--- config.mk ---
export PLATFORM = sky130hd
export DESIGN_NAME = lru_voice_allocator
export DESIGN_NICKNAME = d
export VERILOG_FILES = /design/src/rtl/core/lva_pkg.sv /design/src/rtl/core/lru_voice_allocator.sv
export SDC_FILE = /design/constraint.sdc
export NUM_CORES = 1
export LEC_CHECK = 0
export ABC_AREA = 1
export BUFFER_PORTS_ARGS = -buffer_cell sky130_fd_sc_hd__buf_2
export CORE_ASPECT_RATIO = 1.4
export CORE_MARGIN = 2
export CORE_UTILIZATION = 40
export DETAILED_ROUTE_END_ITERATION = 10
export GPL_TIMING_DRIVEN = 0
export HOLD_SLACK_MARGIN = 0.02
export PLACE_DENSITY = 0.55
export SYNTH_ARGS = -nofsm -noshare
export SYNTH_HDL_FRONTEND = slang
export SYNTH_SLANG_ARGS = --single-unit
export TNS_END_PERCENT = 100
--- constraint.sdc ---
create_clock -name clock -period 6.05 [get_ports clock]
set_clock_uncertainty 0.15 [all_clocks]
set_input_delay 1.5125 -clock clock [delete_from_list [all_inputs] [get_ports clock]]
set_output_delay 1.5125 -clock clock [all_outputs]
set_load 0.01 [all_outputs]
--- src/rtl/core/lva_pkg.sv ---
// Shared types, constants and voice-class helpers for the LRU voice allocator.
// No dependencies; used by lru_voice_allocator and its port checker.
package lva_pkg;

   localparam int NUM_VOICES = 18;
   localparam int STAMP_BITS = 32;
   localparam int VOICE_BITS = $clog2(NUM_VOICES);
   localparam int CLASS_BITS = 2;
   localparam int NUM_CLASSES = 3;
   localparam int PARTNER_OFS = 3;

   typedef logic [1:0]            mode_type;
   typedef logic [VOICE_BITS-1:0] voice_type;
   typedef logic [STAMP_BITS-1:0] stamp_type;
   typedef logic [CLASS_BITS-1:0] class_type;

   localparam mode_type MODE_OFF = 2'd0;
   localparam mode_type MODE_ON2 = 2'd1;
   localparam mode_type MODE_ON4 = 2'd2;
   localparam mode_type MODE_NA  = 2'd3;

   localparam logic CMD_ALLOC   = 1'b0;
   localparam logic CMD_RELEASE = 1'b1;

   localparam class_type CLASS_FREE  = 2'd0;
   localparam class_type CLASS_CHEAP = 2'd1;
   localparam class_type CLASS_EXP   = 2'd2;

   typedef struct packed {
      mode_type  mode;
      stamp_type stamp;
   } entry_type;

   // voices 0-2 and 9-11 can lead a four-op pair
   function automatic logic is_leader(input voice_type v);
      return (v < voice_type'(3)) || (v > voice_type'(8) && v < voice_type'(12));
   endfunction

   // voices 3-5 and 12-14 serve as four-op partners
   function automatic logic is_partner(input voice_type v);
      return (v > voice_type'(2) && v < voice_type'(6)) ||
             (v > voice_type'(11) && v < voice_type'(15));
   endfunction

endpackage

--- src/rtl/core/lru_voice_allocator.sv ---
// LRU voice allocator top level: voice table memory, scan sequencer, shared comparator.
// Depends on lva_pkg.
//
// Command channel: req_cmd/req_four_op/req_voice_index transfer on a clock edge with
//   start high and busy low. busy stays high through the result cycle and drops in
//   the cycle after it.
// Result channel: rsp_strobe is high for exactly one cycle with rsp_chosen_voice,
//   rsp_found and rsp_cost_class; the receiver cannot stall. One result per command.
// CSR channel: csr_voices_in_use transfers when csr_valid and csr_ready are high;
//   ready only while idle. Values above 18 scan all 18 voices.
// Datapath: one voice table memory with a registered read, one shared magnitude comparator.
// Allocate: each scanned voice is read and evaluated; unavailable voices are skipped,
//   and on a four-op request only leaders are scored, with their partner read too.
//   The best candidate is then picked, re-read and committed, its partner written
//   too where needed, or a miss is reported. Release: the voice is read and written
//   off and its four-op partner freed; an out-of-range voice gives a not-found result.
// Reset: synchronous; all voices read as off with stamp zero (per-entry valid
//   bits), use counter zero, voices_in_use 18.
module lru_voice_allocator (
   input  logic                   clock,
   input  logic                   reset,
   input  logic                   start,
   output logic                   busy,
   input  logic                   req_cmd,
   input  logic                   req_four_op,
   input  logic [4:0]             req_voice_index,
   output logic                   rsp_strobe,
   output logic [4:0]             rsp_chosen_voice,
   output logic                   rsp_found,
   output logic [1:0]             rsp_cost_class,
   input  logic                   csr_valid,
   output logic                   csr_ready,
   input  logic [4:0]             csr_voices_in_use
);

   localparam logic [3:0] ST_IDLE = 4'd0;
   localparam logic [3:0] ST_RD   = 4'd1;
   localparam logic [3:0] ST_EV   = 4'd2;
   localparam logic [3:0] ST_PRD  = 4'd3;
   localparam logic [3:0] ST_PEV  = 4'd4;
   localparam logic [3:0] ST_UPD  = 4'd5;
   localparam logic [3:0] ST_PICK = 4'd6;
   localparam logic [3:0] ST_CRD  = 4'd7;
   localparam logic [3:0] ST_CEV  = 4'd8;
   localparam logic [3:0] ST_W2   = 4'd9;
   localparam logic [3:0] ST_RRD  = 4'd10;
   localparam logic [3:0] ST_REV  = 4'd11;
   localparam logic [3:0] ST_DONE = 4'd12;

   localparam lva_pkg::voice_type LAST_VOICE = lva_pkg::voice_type'(lva_pkg::NUM_VOICES);
   localparam lva_pkg::voice_type PART_OFS   = lva_pkg::voice_type'(lva_pkg::PARTNER_OFS);

   // voice table
   lva_pkg::entry_type mem [0:lva_pkg::NUM_VOICES-1];
   logic [lva_pkg::NUM_VOICES-1:0] vld_ff, vld_in;
   lva_pkg::entry_type  rdata_ff;
   logic                rvld_ff;
   lva_pkg::voice_type  rd_addr;
   logic                mem_we;
   lva_pkg::voice_type  wr_addr;
   lva_pkg::mode_type   wr_mode;

   // control and datapath registers
   logic [3:0]          state_ff, state_in;
   logic [4:0]          viu_ff, viu_in;
   lva_pkg::stamp_type  cnt_ff, cnt_in;
   logic                four_ff, four_in;
   lva_pkg::voice_type  vidx_ff, vidx_in;
   lva_pkg::voice_type  lim_ff, lim_in;
   lva_pkg::voice_type  idx_ff, idx_in;
   lva_pkg::stamp_type  cur_t_ff, cur_t_in;
   lva_pkg::class_type  cur_c_ff, cur_c_in;
   lva_pkg::mode_type   cur_m_ff, cur_m_in;
   logic [lva_pkg::NUM_CLASSES-1:0] have_ff, have_in;
   lva_pkg::stamp_type  age_ff [0:lva_pkg::NUM_CLASSES-1];
   lva_pkg::stamp_type  age_in [0:lva_pkg::NUM_CLASSES-1];
   lva_pkg::voice_type  who_ff [0:lva_pkg::NUM_CLASSES-1];
   lva_pkg::voice_type  who_in [0:lva_pkg::NUM_CLASSES-1];
   lva_pkg::voice_type  sel_ff, sel_in;
   lva_pkg::class_type  cls_ff, cls_in;
   lva_pkg::voice_type  w2_addr_ff, w2_addr_in;
   lva_pkg::mode_type   w2_mode_ff, w2_mode_in;
   lva_pkg::voice_type  res_voice_ff, res_voice_in;
   logic                res_found_ff, res_found_in;
   lva_pkg::class_type  res_class_ff, res_class_in;

   // entry as seen by the sequencer; unwritten entries read as off, stamp zero
   lva_pkg::mode_type   rd_mode;
   lva_pkg::stamp_type  rd_stamp;
   assign rd_mode  = rvld_ff ? rdata_ff.mode  : lva_pkg::MODE_OFF;
   assign rd_stamp = rvld_ff ? rdata_ff.stamp : '0;

   // shared magnitude comparator
   lva_pkg::stamp_type  cmp_b;
   logic                cmp_lt;
   assign cmp_b  = (state_ff == ST_PEV) ? rd_stamp : age_ff[cur_c_ff];
   assign cmp_lt = cur_t_ff < cmp_b;

   lva_pkg::voice_type  idx_nx;
   assign idx_nx = idx_ff + lva_pkg::voice_type'(1);

   assign busy             = (state_ff != ST_IDLE);
   assign csr_ready        = (state_ff == ST_IDLE);
   assign rsp_strobe       = (state_ff == ST_DONE);
   assign rsp_chosen_voice = res_voice_ff;
   assign rsp_found        = res_found_ff;
   assign rsp_cost_class   = res_class_ff;

   always_comb begin
      logic ev_busy;
      logic ev_cls1;
      ev_busy = (rd_mode != lva_pkg::MODE_OFF);
      ev_cls1 = lva_pkg::is_leader(idx_ff) || lva_pkg::is_partner(idx_ff) || ev_busy;

      state_in     = state_ff;
      viu_in       = viu_ff;
      cnt_in       = cnt_ff;
      four_in      = four_ff;
      vidx_in      = vidx_ff;
      lim_in       = lim_ff;
      idx_in       = idx_ff;
      cur_t_in     = cur_t_ff;
      cur_c_in     = cur_c_ff;
      cur_m_in     = cur_m_ff;
      have_in      = have_ff;
      age_in       = age_ff;
      who_in       = who_ff;
      sel_in       = sel_ff;
      cls_in       = cls_ff;
      w2_addr_in   = w2_addr_ff;
      w2_mode_in   = w2_mode_ff;
      res_voice_in = res_voice_ff;
      res_found_in = res_found_ff;
      res_class_in = res_class_ff;
      vld_in       = vld_ff;
      rd_addr      = idx_ff;
      mem_we       = 1'b0;
      wr_addr      = sel_ff;
      wr_mode      = lva_pkg::MODE_OFF;

      if (csr_valid && csr_ready) begin
         viu_in = csr_voices_in_use;
      end

      unique case (state_ff)
         ST_IDLE: begin
            if (start) begin
               four_in      = req_four_op;
               vidx_in      = req_voice_index;
               lim_in       = (viu_ff > LAST_VOICE) ? LAST_VOICE : viu_ff;
               idx_in       = '0;
               have_in      = '0;
               res_voice_in = '0;
               res_found_in = 1'b0;
               res_class_in = lva_pkg::CLASS_FREE;
               if (req_cmd == lva_pkg::CMD_RELEASE) begin
                  state_in = (req_voice_index >= LAST_VOICE) ? ST_DONE : ST_RRD;
               end else begin
                  state_in = (viu_ff == '0) ? ST_PICK : ST_RD;
               end
            end
         end
         ST_RD: begin
            rd_addr  = idx_ff;
            state_in = ST_EV;
         end
         ST_EV: begin
            cur_t_in = rd_stamp;
            cur_m_in = rd_mode;
            if (rd_mode == lva_pkg::MODE_NA ||
                (four_ff && !lva_pkg::is_leader(idx_ff))) begin
               idx_in   = idx_nx;
               state_in = (idx_nx >= lim_ff) ? ST_PICK : ST_RD;
            end else if (four_ff) begin
               state_in = ST_PRD;
            end else begin
               cur_c_in = lva_pkg::class_type'({1'b0, ev_cls1}) +
                          lva_pkg::class_type'({1'b0, ev_busy});
               state_in = ST_UPD;
            end
         end
         ST_PRD: begin
            rd_addr  = idx_ff + PART_OFS;
            state_in = ST_PEV;
         end
         ST_PEV: begin
            // partner on two-op costs one more and its stamp may set the age
            cur_c_in = lva_pkg::class_type'({1'b0, cur_m_ff != lva_pkg::MODE_OFF}) +
                       lva_pkg::class_type'({1'b0, rd_mode == lva_pkg::MODE_ON2});
            if (rd_mode == lva_pkg::MODE_ON2 && cmp_lt) begin
               cur_t_in = rd_stamp;
            end
            state_in = ST_UPD;
         end
         ST_UPD: begin
            if (!have_ff[cur_c_ff] || cmp_lt) begin
               have_in[cur_c_ff] = 1'b1;
               age_in[cur_c_ff]  = cur_t_ff;
               who_in[cur_c_ff]  = idx_ff;
            end
            idx_in   = idx_nx;
            state_in = (idx_nx >= lim_ff) ? ST_PICK : ST_RD;
         end
         ST_PICK: begin
            state_in = ST_CRD;
            priority if (have_ff[0]) begin
               sel_in = who_ff[0];
               cls_in = lva_pkg::CLASS_FREE;
            end else if (have_ff[1]) begin
               sel_in = who_ff[1];
               cls_in = lva_pkg::CLASS_CHEAP;
            end else if (have_ff[2]) begin
               sel_in = who_ff[2];
               cls_in = lva_pkg::CLASS_EXP;
            end else begin
               state_in = ST_DONE;
            end
         end
         ST_CRD: begin
            rd_addr  = sel_ff;
            state_in = ST_CEV;
         end
         ST_CEV: begin
            mem_we       = 1'b1;
            wr_addr      = sel_ff;
            wr_mode      = four_ff ? lva_pkg::MODE_ON4 : lva_pkg::MODE_ON2;
            vld_in[sel_ff] = 1'b1;
            cnt_in       = cnt_ff + lva_pkg::stamp_type'(1);
            res_voice_in = sel_ff;
            res_found_in = 1'b1;
            res_class_in = cls_ff;
            w2_addr_in   = sel_ff + PART_OFS;
            w2_mode_in   = four_ff ? lva_pkg::MODE_NA : lva_pkg::MODE_OFF;
            if (four_ff || (rd_mode == lva_pkg::MODE_ON4 &&
                            (sel_ff + PART_OFS) < LAST_VOICE)) begin
               state_in = ST_W2;
            end else begin
               state_in = ST_DONE;
            end
         end
         ST_RRD: begin
            rd_addr  = vidx_ff;
            state_in = ST_REV;
         end
         ST_REV: begin
            mem_we       = 1'b1;
            wr_addr      = vidx_ff;
            wr_mode      = lva_pkg::MODE_OFF;
            vld_in[vidx_ff] = 1'b1;
            cnt_in       = cnt_ff + lva_pkg::stamp_type'(1);
            res_voice_in = vidx_ff;
            res_found_in = 1'b1;
            w2_addr_in   = vidx_ff + PART_OFS;
            w2_mode_in   = lva_pkg::MODE_OFF;
            if (rd_mode == lva_pkg::MODE_ON4 && (vidx_ff + PART_OFS) < LAST_VOICE) begin
               state_in = ST_W2;
            end else begin
               state_in = ST_DONE;
            end
         end
         ST_W2: begin
            mem_we   = 1'b1;
            wr_addr  = w2_addr_ff;
            wr_mode  = w2_mode_ff;
            vld_in[w2_addr_ff] = 1'b1;
            cnt_in   = cnt_ff + lva_pkg::stamp_type'(1);
            state_in = ST_DONE;
         end
         ST_DONE: begin
            state_in = ST_IDLE;
         end
         default: begin
            state_in = ST_IDLE;
         end
      endcase
   end

   always_ff @(posedge clock) begin
      if (mem_we) begin
         mem[wr_addr] <= '{mode: wr_mode, stamp: cnt_ff};
      end
      rdata_ff <= mem[rd_addr];
      rvld_ff  <= vld_ff[rd_addr];
   end

   always_ff @(posedge clock) begin
      if (reset) begin
         state_ff <= ST_IDLE;
         viu_ff   <= 5'(lva_pkg::NUM_VOICES);
         cnt_ff   <= '0;
         vld_ff   <= '0;
         have_ff  <= '0;
      end else begin
         state_ff <= state_in;
         viu_ff   <= viu_in;
         cnt_ff   <= cnt_in;
         vld_ff   <= vld_in;
         have_ff  <= have_in;
      end
   end

   always_ff @(posedge clock) begin
      four_ff      <= four_in;
      vidx_ff      <= vidx_in;
      lim_ff       <= lim_in;
      idx_ff       <= idx_in;
      cur_t_ff     <= cur_t_in;
      cur_c_ff     <= cur_c_in;
      cur_m_ff     <= cur_m_in;
      age_ff       <= age_in;
      who_ff       <= who_in;
      sel_ff       <= sel_in;
      cls_ff       <= cls_in;
      w2_addr_ff   <= w2_addr_in;
      w2_mode_ff   <= w2_mode_in;
      res_voice_ff <= res_voice_in;
      res_found_ff <= res_found_in;
      res_class_ff <= res_class_in;
   end

endmodule

# Yosys cells after proc, flatten, opt, wreduce, memory -nomap -nowiden
# Memories as Yosys holds them, arrays and structs flattened. A register that Yosys moved wholly into a read port is not among the register bits.
# Cells that the tools add are included.
# op_classes
n_bitwise,5
n_addsub,7
order_cmp,24
n_reduce_logical,49
muxes,69
n_eq_ne,21
# ops
cell,count
2-to-1 mux 32 bit,6
bitwise mux 96 bit,1
binary-select mux 32 bit (select 2 bit),1
demux 32 bit (select 2 bit),1
case mux 32 bit (2 select lines),1
OR 18 bit,3
case mux 18 bit (3 select lines),1
case mux 4 bit (12 select lines),1
case mux 5 bit (3 select lines),3
"adder 32 x 1 -> 32 bit, second input constant",1
less-than comparator 32 bit,1
2-to-1 mux 5 bit,6
2-to-1 mux 3 bit,9
"less-than comparator 5 x 6 -> 1 bit, second input constant",4
"== test 4 bit, second input constant",5
2-to-1 mux 4 bit,5
case mux 5 bit (2 select lines),2
"== test 4 x 3 -> 1 bit, second input constant",4
case mux 2 bit (2 select lines),4
"adder 5 x 2 -> 5 bit, second input constant",3
bitwise mux 15 bit,1
demux 1 bit (select 5 bit),3
">= comparator 5 x 1 -> 1 bit, second input constant",3
2-to-1 mux 2 bit,7
42 further kinds,99
# word_totals
n_memories,1
output_inout_bits,11
elab_cells,203
in_bits,16
reg_bits,248
ramBits,612
# mem_list
name,words,width,rd,rd_ports_with_merged_regs,wr,line,rtl
mem,18,34,1,1,1,lru_voice_allocator.sv:54,lva_pkg::entry_type mem [0:lva_pkg::NUM_VOICES-1];

# Logic depth before layout (Yosys ltp)
# Gate-level depths: netlist (run 1).
# logic_depth
word_depth,9
depth_mapped,22
mapped_depth_nobuf,20

# Least setup slack after synthesis (run 1)
# OpenSTA, ideal clock, no wires.
# synth_path
kind,reg2reg
start,reg state_ff[2]
end,reg cur_t_ff[0] (enable)
synth_period_minus_slack_ns,5.392
path_slack_ns,0.658
path_stages_with_launch,21
arrival_time_ns,4.777
path_cell_list,dfxtp_1 inv_1 nor2_2 nand2_1 inv_1 clkbuf_1 clkbuf_1 a21oi_1 nand2_1 o21ai_0 ha_1 nand2_1 inv_1 nand3_1 a31oi_1 nor3_1 a21boi_0 nand2_1 nand2_1 nand2_1 o21ai_0
# synth_between
elab_chain_len,6
# synth_rtl
item,line,rtl
from (decl),lru_voice_allocator.sv:64,"logic [3:0] state_ff, state_in;"
from (signal assigned),lru_voice_allocator.sv:294,state_ff <= state_in;
== test 4 x 3 -> 1 bit,"lru_voice_allocator.sv:96, lru_voice_allocator.sv:145",
2-to-1 mux 32 bit,lru_voice_allocator.sv:96,assign cmp_b = (state_ff == ST_PEV) ? rd_stamp : age_ff[cur_c_ff];
less-than comparator 32 bit,lru_voice_allocator.sv:97,assign cmp_lt = cur_t_ff < cmp_b;
logical AND 1 bit,lru_voice_allocator.sv:190,if (rd_mode == lva_pkg::MODE_ON2 && cmp_lt) begin
!= test 2 x 1 -> 1 bit (no source line),--,
AND reduction 2 bit (no source line) *,--,
to (signal assigned),lru_voice_allocator.sv:307,cur_t_ff <= cur_t_in;
to (decl),lru_voice_allocator.sv:71,"lva_pkg::stamp_type cur_t_ff, cur_t_in;"
# Every way passes the cells marked *; elsewhere a longest branch is shown, timed or not.
# A chain may end at the register's enable or synchronous reset.

# Worst setup path in the final report (run 1)
# layout_path
start,reg state_ff[1]
end,reg cur_t_ff[31] (enable)
# Same word-level chain as after synthesis.

==> metrics.csv, run 1 <==
stage;metric;value;unit
synth;postSynthAreaPerCell;11.6;um2
min_path;worstHoldStart;vld_ff[5]$_SDFFE_PP0P_;
setup_path;worstPathCellList;nor2_1, nand2_1, inv_1, clkbuf_1, buf_1, a32o_1, ha_1, a21oi_1, o21ai_0, a211oi_1, nand2_1, o21ai_4, buf_16;
clock_tree;cts_tree;yes;
timing;min_period_over_period;0.874;
min_path;hold_depth;2;
clock_tree;clock_sinks;893;
clock_tree;cts_made_buffers;86;
pwr;intPower;12300;uW
timing;report.final.hold_viol_count;0;
synth;ys_seq_area_frac;0.703;
timing;worst_slew_pin_slew;1.30;ns
setup_path;cp_max_fo;17;
final_layout;drive_gt1_frac;0.0838;
grt;met1_usage;0.252;
clock_tree;clock_latency;0.67;ns
final_layout;instances_no_fill;4562;
synth;synth.top_cell.area_share;0.650;
placed_design;port-buffer-count;25;
routing;drc_errors;0;
timing;setup_viol;0;
setup_path;path_class;reg -> reg;
setup_path;cpMaxStageDelayCell;buf_1;
synth;synth_compound_area_frac;0.112;
routing;routed_wl;105;mm
floorplanning;fp-row-count;131;
pwr;p_sw;7560;uW
clock_tree;postCtsSetupRepairBufs;0;
timing;drv_slew;0;
routing;drt-initial-drc-count;1956;
final_layout;stdcell_area;41900;um2
grt;use_met2;0.418;
synth;synth_area;36700;um2
pwr;p_leak;0.0153;uW
synth;yosysTopAreaCell;edfxtp_1;
placed_design;gp_congestion;0.880;
grt;first_global_vias;24600;
floorplanning;dieArea;94300;um2
clock_tree;cts_resized;0;
synth;syn-num-nets;3224;
synth;synth-edff-count;796;
timing;slew_headroom;0.133;
synth;synth.most_common_cell;edfxtp_1;
setup_path;end_kind;flop;
grt;antenna_found_initial;2;
synth;ys.flop_type;edfxtp_1;
grt;track_usage;0.223;
setup_path;crit_required;6.26;ns
pwr;p_comb_frac;0.348;
synth;synthSimpleGateAreaFrac;0.123;
synth;synth_area_leaders;edfxtp_1 65%, nand2_1 5.6%, dfxtp_1 5.3%;
clock_tree;cts_max_level;3;
run_status;status;finished, final reports clean;
grt;overflow;0;
pwr;swShare;0.381;
synth;synth_xor_area_frac;0.00238;
clock_tree;root_buffer;clkbuf_16;
min_path;min_path_type;reg -> reg;
setup_path;arrival;5.50;ns
pwr;p_seq_frac;0.371;
grt;grt_busiest_layer;met2;
final_layout;fin_nets;3360;
routing;post_drt_wl_per_cell;23.1;um
routing;ant_nets;0;
pwr;powerDensity;473;nW/um2
synth;ys_ff_latch;893;
setup_path;regToRegStartpoint;state_ff[1]$_SDFFE_PP0P_;
synth;async_flop_share;0;
final_layout;n_fill_cell;8403;
floorplanning;core-area;91100;um2
placed_design;hpwl;74.9;mm
routing;via_per_inst;5.40;
clock_tree;clkSlewWorstSetupHoldPaths;0.06;ns
synth;synth.distinct_cells;50;
final_layout;multiInputGateArea;9510;um2
floorplanning;die_h;363;um
timing;period_minus_slack;5.29;ns
synth;synth_top_family_by_area;simple AND/OR/NAND/NOR gates;
synth;synthCells;3159;
floorplanning;die_w;260;um
final_layout;ff_latch_area;25800;um2
flow_run;maxCapViolations;0;
min_path;min_to;vld_ff[5]$_SDFFE_PP0P_;
setup_path;critical_path.most_common_cell;nand2_1;
routing;via_count;24600;
setup_path;slowest_delay;0.71;ns
placed_design;placedCellCount;4404;
timing;fmax;189;MHz
setup_path;cp-start-kind;flop;
floorplanning;ios;27;
synth;synth_mux_area_frac;0.000545;
timing;rsz0062_at_grt;no;
setup_path;rr_endpoint;cur_t_ff[31]$_DFFE_PP_;
final_layout;synthToLayoutAreaGrowth;14.1;%
synth;synthAdderAreaFrac;0.0167;
synth;yosysWarnings;0;
grt;use_met3;0.0244;
routing;firstDrtPassIters;5;
grt;grt_pass1_wl;155;mm
placed_design;place_area;39000;um2
synth;synth_common_cells;796 x edfxtp_1, 544 x nand2_1, 370 x nor2_1, 254 x o21ai_0, 214 x inv_1;
setup_path;reg2reg_setup_slack;0.76;ns
pwr;p_clk_frac;0.281;
grt;grt_max_degree;33;
pwr;max-vdd-ir-drop;0.223;mV
clock_tree;cts_hold_buf;0;
floorplanning;start_util;0.403;
setup_path;ff2ff_path_depth;13;
clock_tree;clock_path_buffers;3;
[stage by stage]
stage | setup WS [ns] | hold WS [ns] | setup TNS [ns] | util | power (uW)
4_1_cts | 0.605 | 0.311 | 0 | 0.460 | 19900
2_1_floorplan | 0.658 | 0.281 | 0 | - | 11600
6_report | 0.761 | 0.306 | 0 | 0.460 | 19800
3_3_place_gp | -2.89 | 0.291 | -112.34 | 0.421 | 14300
3_5_place_dp | 0.622 | 0.302 | 0 | 0.428 | 14400
5_1_grt | 0.511 | 0.330 | 0 | 0.460 | 20800
[kinds of logic (layout without fill, tap and decap cells)]
group           count (synthesis)  count (layout)
simple gates                 1105            1105
mux                             2               2
xor+xnor                       10              10
compound gates                718             718
fa+ha+maj                      49              49
flops                         893             893
other cells                     0               1
buf+inv                       382             587
[worst max path at each step]
stage                                  start                     end  slack (ns)  depth (start not counted)
finish              state_ff[1]$_SDFFE_PP0P_  cur_t_ff[31]$_DFFE_PP_        0.76                         13
global route        state_ff[1]$_SDFFE_PP0P_   cur_t_ff[8]$_DFFE_PP_        0.51                         20
CTS                 state_ff[0]$_SDFFE_PP0P_  cur_t_ff[20]$_DFFE_PP_        0.60                         13
detailed placement  state_ff[0]$_SDFFE_PP0P_  cur_t_ff[31]$_DFFE_PP_        0.62                         13
global placement    state_ff[0]$_SDFFE_PP0P_  cur_t_ff[31]$_DFFE_PP_       -2.89                         12
floorplan           state_ff[2]$_SDFFE_PP0P_   cur_t_ff[0]$_DFFE_PP_        0.66                         20
[layout make-up]
type / count / share of cell area
Inverter: 225 / 0.0202
Timing Repair Buffer: 48 / 0.0152
Tap cell: 1197 / 0.0357
Multi-Input combinational cell: 1884 / 0.227
Clock inverter: 47 / 0.0135
Buffer: 157 / 0.0166
Antenna cell: 1 / 0.0000597
Sequential cell: 893 / 0.616
Clock buffer: 110 / 0.0558
[critical path, delay by kind of cell, from the launching register on]
| family | cells | cell delay, ns |
|---|---|---|
| AOI/OAI and AO/OA | 5 | 1.65 |
| buffers and inverters | 4 | 1.67 |
| and+or+nand+nor | 3 | 0.92 |
| DFF | 1 | 0.34 |
| adders and majority gates | 1 | 0.24 |
[per-layer routing]
| layer | up-vias | share of wire |
|---|---|---|
| li1 | 11500 | - |
| met1 | 12100 | 0.38 |
| met2 | 776 | 0.53 |
| met3 | 241 | 0.044 |
| met4 | 0 | 0.041 |
| met5 | - | 0 |
[flip-flops by register name (all words and copies together) (netlist names), 3 cells and up]
name and cells:
idx_ff 5, viu_ff 5, who_ff 15, lim_ff 5, have_ff 3, rdata_ff 34
cnt_ff 32, vidx_ff 5, rsp_chosen_voice 5, age_ff 96, cur_t_ff 32, sel_ff 5
vld_ff 18, mem 612, w2_addr_ff 5, state_ff 4
[cell usage in the layout (no fill, tap or decap), types with 16 or more instances in the layout]
master	count
edfxtp_1	796
nand2_1	544
nor2_1	352
o21ai_0	253
inv_1	211
a21oi_1	161
o22ai_1	112
clkbuf_1	108
dfxtp_1	97
clkbuf_16	89
nand3_1	84
buf_2	76
o21ai_1	76
ha_1	49
o211ai_1	39
nor3_1	38
a32o_1	23
nor2_4	21
or2_1	21
o221ai_1	19
clkinv_1	16
buf_12	16
[power by group through the flow]
stage          logic [uW]  clock network [uW]  registers (uW)
6_report             6910                5570            7360
3_5_place_dp         6870                   0            7490
5_1_grt              7540                5870            7390
4_1_cts              6900                5630            7360
3_3_place_gp         6760                   0            7500
2_1_floorplan        4140                   0            7430
(Power assumes the default switching activity.)
==> run 2: changes to the inputs <==
CTS_BUF_LIST = sky130_fd_sc_hd__clkbuf_4 sky130_fd_sc_hd__clkbuf_8 sky130_fd_sc_hd__clkbuf_16   (was not set)
CTS_CLUSTER_SIZE = 12   (was not set)
==> metrics.csv, run 2 (synthesized netlist as in run 1, its figures left out) <==
stage;metric;value;unit;change
run_status;status;finished, final reports clean;;
timing;min_period_over_period;0.873;;-0.00115
timing;tns;0;ns;unchanged
final_layout;stdcell_area;41900;um2;about the same
min_path;worstHoldStart;vld_ff[14]$_SDFFE_PP0P_;;
timing;worst_slew_pin_slew;1.37;ns;+0.0674 ns
setup_path;cp_max_fo;17;;unchanged
final_layout;drive_gt1_frac;0.0913;;+0.00743
routing;ant_nets;0;;unchanged
min_path;min_path_type;reg -> reg;;
floorplanning;die_w;260;um;unchanged
floorplanning;fp-row-count;131;;unchanged
floorplanning;dieArea;94300;um2;unchanged
final_layout;fin_nets;3364;;+0.12%
final_layout;n_fill_cell;8406;;+0.036%
clock_tree;clock_latency;0.66;ns;about the same
routing;drt-initial-drc-count;2095;;+7.1%
floorplanning;ios;27;;unchanged
routing;firstDrtPassIters;6;;+1
placed_design;dp_slack;0.622;ns;unchanged
grt;first_global_vias;24700;;+0.63%
floorplanning;die_h;363;um;unchanged
pwr;powerDensity;470;nW/um2;-0.65%
final_layout;layout_common_cells;796 x edfxtp_1, 544 x nand2_1, 352 x nor2_1, 253 x o21ai_0, 211 x inv_1;;
clock_tree;cts_made_buffers;89;;+3.5%
final_layout;final_common_cell;edfxtp_1;;
timing;drv_slew;0;;unchanged
floorplanning;start_util;0.403;;unchanged
routing;post_drt_wl_per_cell;23.1;um;+0.13%
clock_tree;cts_hold_buf;0;;unchanged
grt;overflow;0;;unchanged
clock_tree;postCtsSetupRepairBufs;0;;unchanged
setup_path;regToRegStartpoint;state_ff[0]$_SDFFE_PP0P_;;
clock_tree;cts_max_level;3;;unchanged
grt;antenna_found_initial;2;;unchanged
grt;track_usage;0.223;;+0.000381
grt;grt_pass1_wl;155;mm;+0.11%
routing;via_per_inst;5.41;;+0.22%
routing;via_count;24700;;+0.22%
flow_run;maxCapViolations;0;;unchanged
placed_design;gp_congestion;0.880;;unchanged
timing;slew_headroom;0.0878;;-0.0450
floorplanning;core-area;91100;um2;unchanged
setup_path;path_class;reg -> reg;;
final_layout;largest_reg_flops;612;;unchanged
timing;setup_viol;0;;unchanged
final_layout;instances_no_fill;4562;;unchanged
timing;period_minus_slack;5.28;ns;-0.00694 ns
setup_path;crit_required;6.26;ns;about the same
setup_path;cp-startpoint;state_ff[0]$_SDFFE_PP0P_;;
clock_tree;clkSlewWorstSetupHoldPaths;0.06;ns;about the same
routing;routed_wl;105;mm;+0.13%
final_layout;largest_register;mem;;
timing;setup_slack;0.768;ns;+0.00694 ns
clock_tree;root_buffer;clkbuf_16;;
placed_design;hpwl;74.9;mm;unchanged
final_layout;synthToLayoutAreaGrowth;14.0;%;about the same
pwr;p_leak;0.0153;uW;+0.26%
pwr;max-vdd-ir-drop;0.212;mV;-5.1%
clock_tree;clock_path_buffers;3;;unchanged
clock_tree;cts_tree;yes;;
timing;fmax;189;MHz;+0.13%
placed_design;placedCellCount;4404;;unchanged
clock_tree;clock_sinks;893;;unchanged
setup_path;end_kind;flop;;
timing;rsz0062_at_grt;no;;
placed_design;place_area;39000;um2;unchanged
setup_path;cp-start-kind;flop;;
placed_design;port-buffer-count;25;;unchanged
setup_path;arrival;5.49;ns;about the same
routing;drc_errors;0;;unchanged
grt;grt_max_degree;33;;unchanged
clock_tree;cts_resized;0;;unchanged
timing;report.final.hold_viol_count;0;;unchanged
final_layout;top_regs;mem: 612 flops, age_ff: 96 flops, rdata_ff: 34 flops;;
[run 2: cell types whose count changed in the layout (fill, tap and decap cells not counted), sizes merged]
cell and change:
clkbuf +35, buf +1, clkinvlp -2, bufinv -11, inv -1, clkinv -22
[run 2: routing by layer]
| layer | global-route usage | vias up | share of wire |
|---|---|---|---|
| met5 | 0 | - | 0 |
| met4 | 0.108 | 0 | 0.044 |
| met3 | 0.0260 | 246 | 0.045 |
| met2 | 0.416 | 790 | 0.53 |
| met1 | 0.251 | 12100 | 0.38 |
| li1 | - | 11500 | - |
[run 2: through the flow]
| step | hold slack (ns) | util | total power [uW] |
|---|---|---|---|
| floorplan | 0.281 | - | 11600 |
| global placement | 0.291 | 0.421 | 14300 |
| detailed placement | 0.302 | 0.428 | 14400 |
| CTS | 0.311 | 0.460 | 19800 |
| global route | 0.330 | 0.460 | 20700 |
| finish | 0.308 | 0.460 | 19700 |
[run 2: final timing paths]
kind                                                end  slack (ns)  cells after the start
worst max register to register   cur_t_ff[20]$_DFFE_PP_        0.77                     13
worst max-delay path             cur_t_ff[20]$_DFFE_PP_        0.77                     13
worst min-delay path            vld_ff[14]$_SDFFE_PP0P_        0.31                      2
worst min register to register  vld_ff[14]$_SDFFE_PP0P_        0.31                      2
[run 2: critical path, cell delays in order (launching register included)]
cell	delay (ns)
dfxtp_1	0.33
nor2_1	0.36
nand2_1	0.27
inv_1	0.24
clkbuf_1	0.48
buf_1	0.69
a32o_1	0.22
ha_1	0.24
a21oi_1	0.26
o21ai_0	0.14
a211oi_1	0.39
nand2_1	0.30
o21ai_4	0.66
buf_16	0.24
[run 2: final cells by class]
class                           count  area, um2  area share
Clock buffer                      145       2790      0.0666
Buffer                            157        698      0.0167
Timing Repair Buffer               49        646      0.0154
Antenna cell                        1       2.50   0.0000597
Sequential cell                   893      25800       0.617
Multi-Input combinational cell   1884       9510       0.227
Inverter                          225        846      0.0202
Clock inverter                     11       68.8     0.00164
Tap cell                         1197       1500      0.0357
[run 2: power breakdown]
part / internal [uW] / switching (uW) / total, uW
clock: 3150 / 2280 / 5430
combinational: 1920 / 4990 / 6900
sequential: 7150 / 207 / 7360
total: 12200 / 7470 / 19700
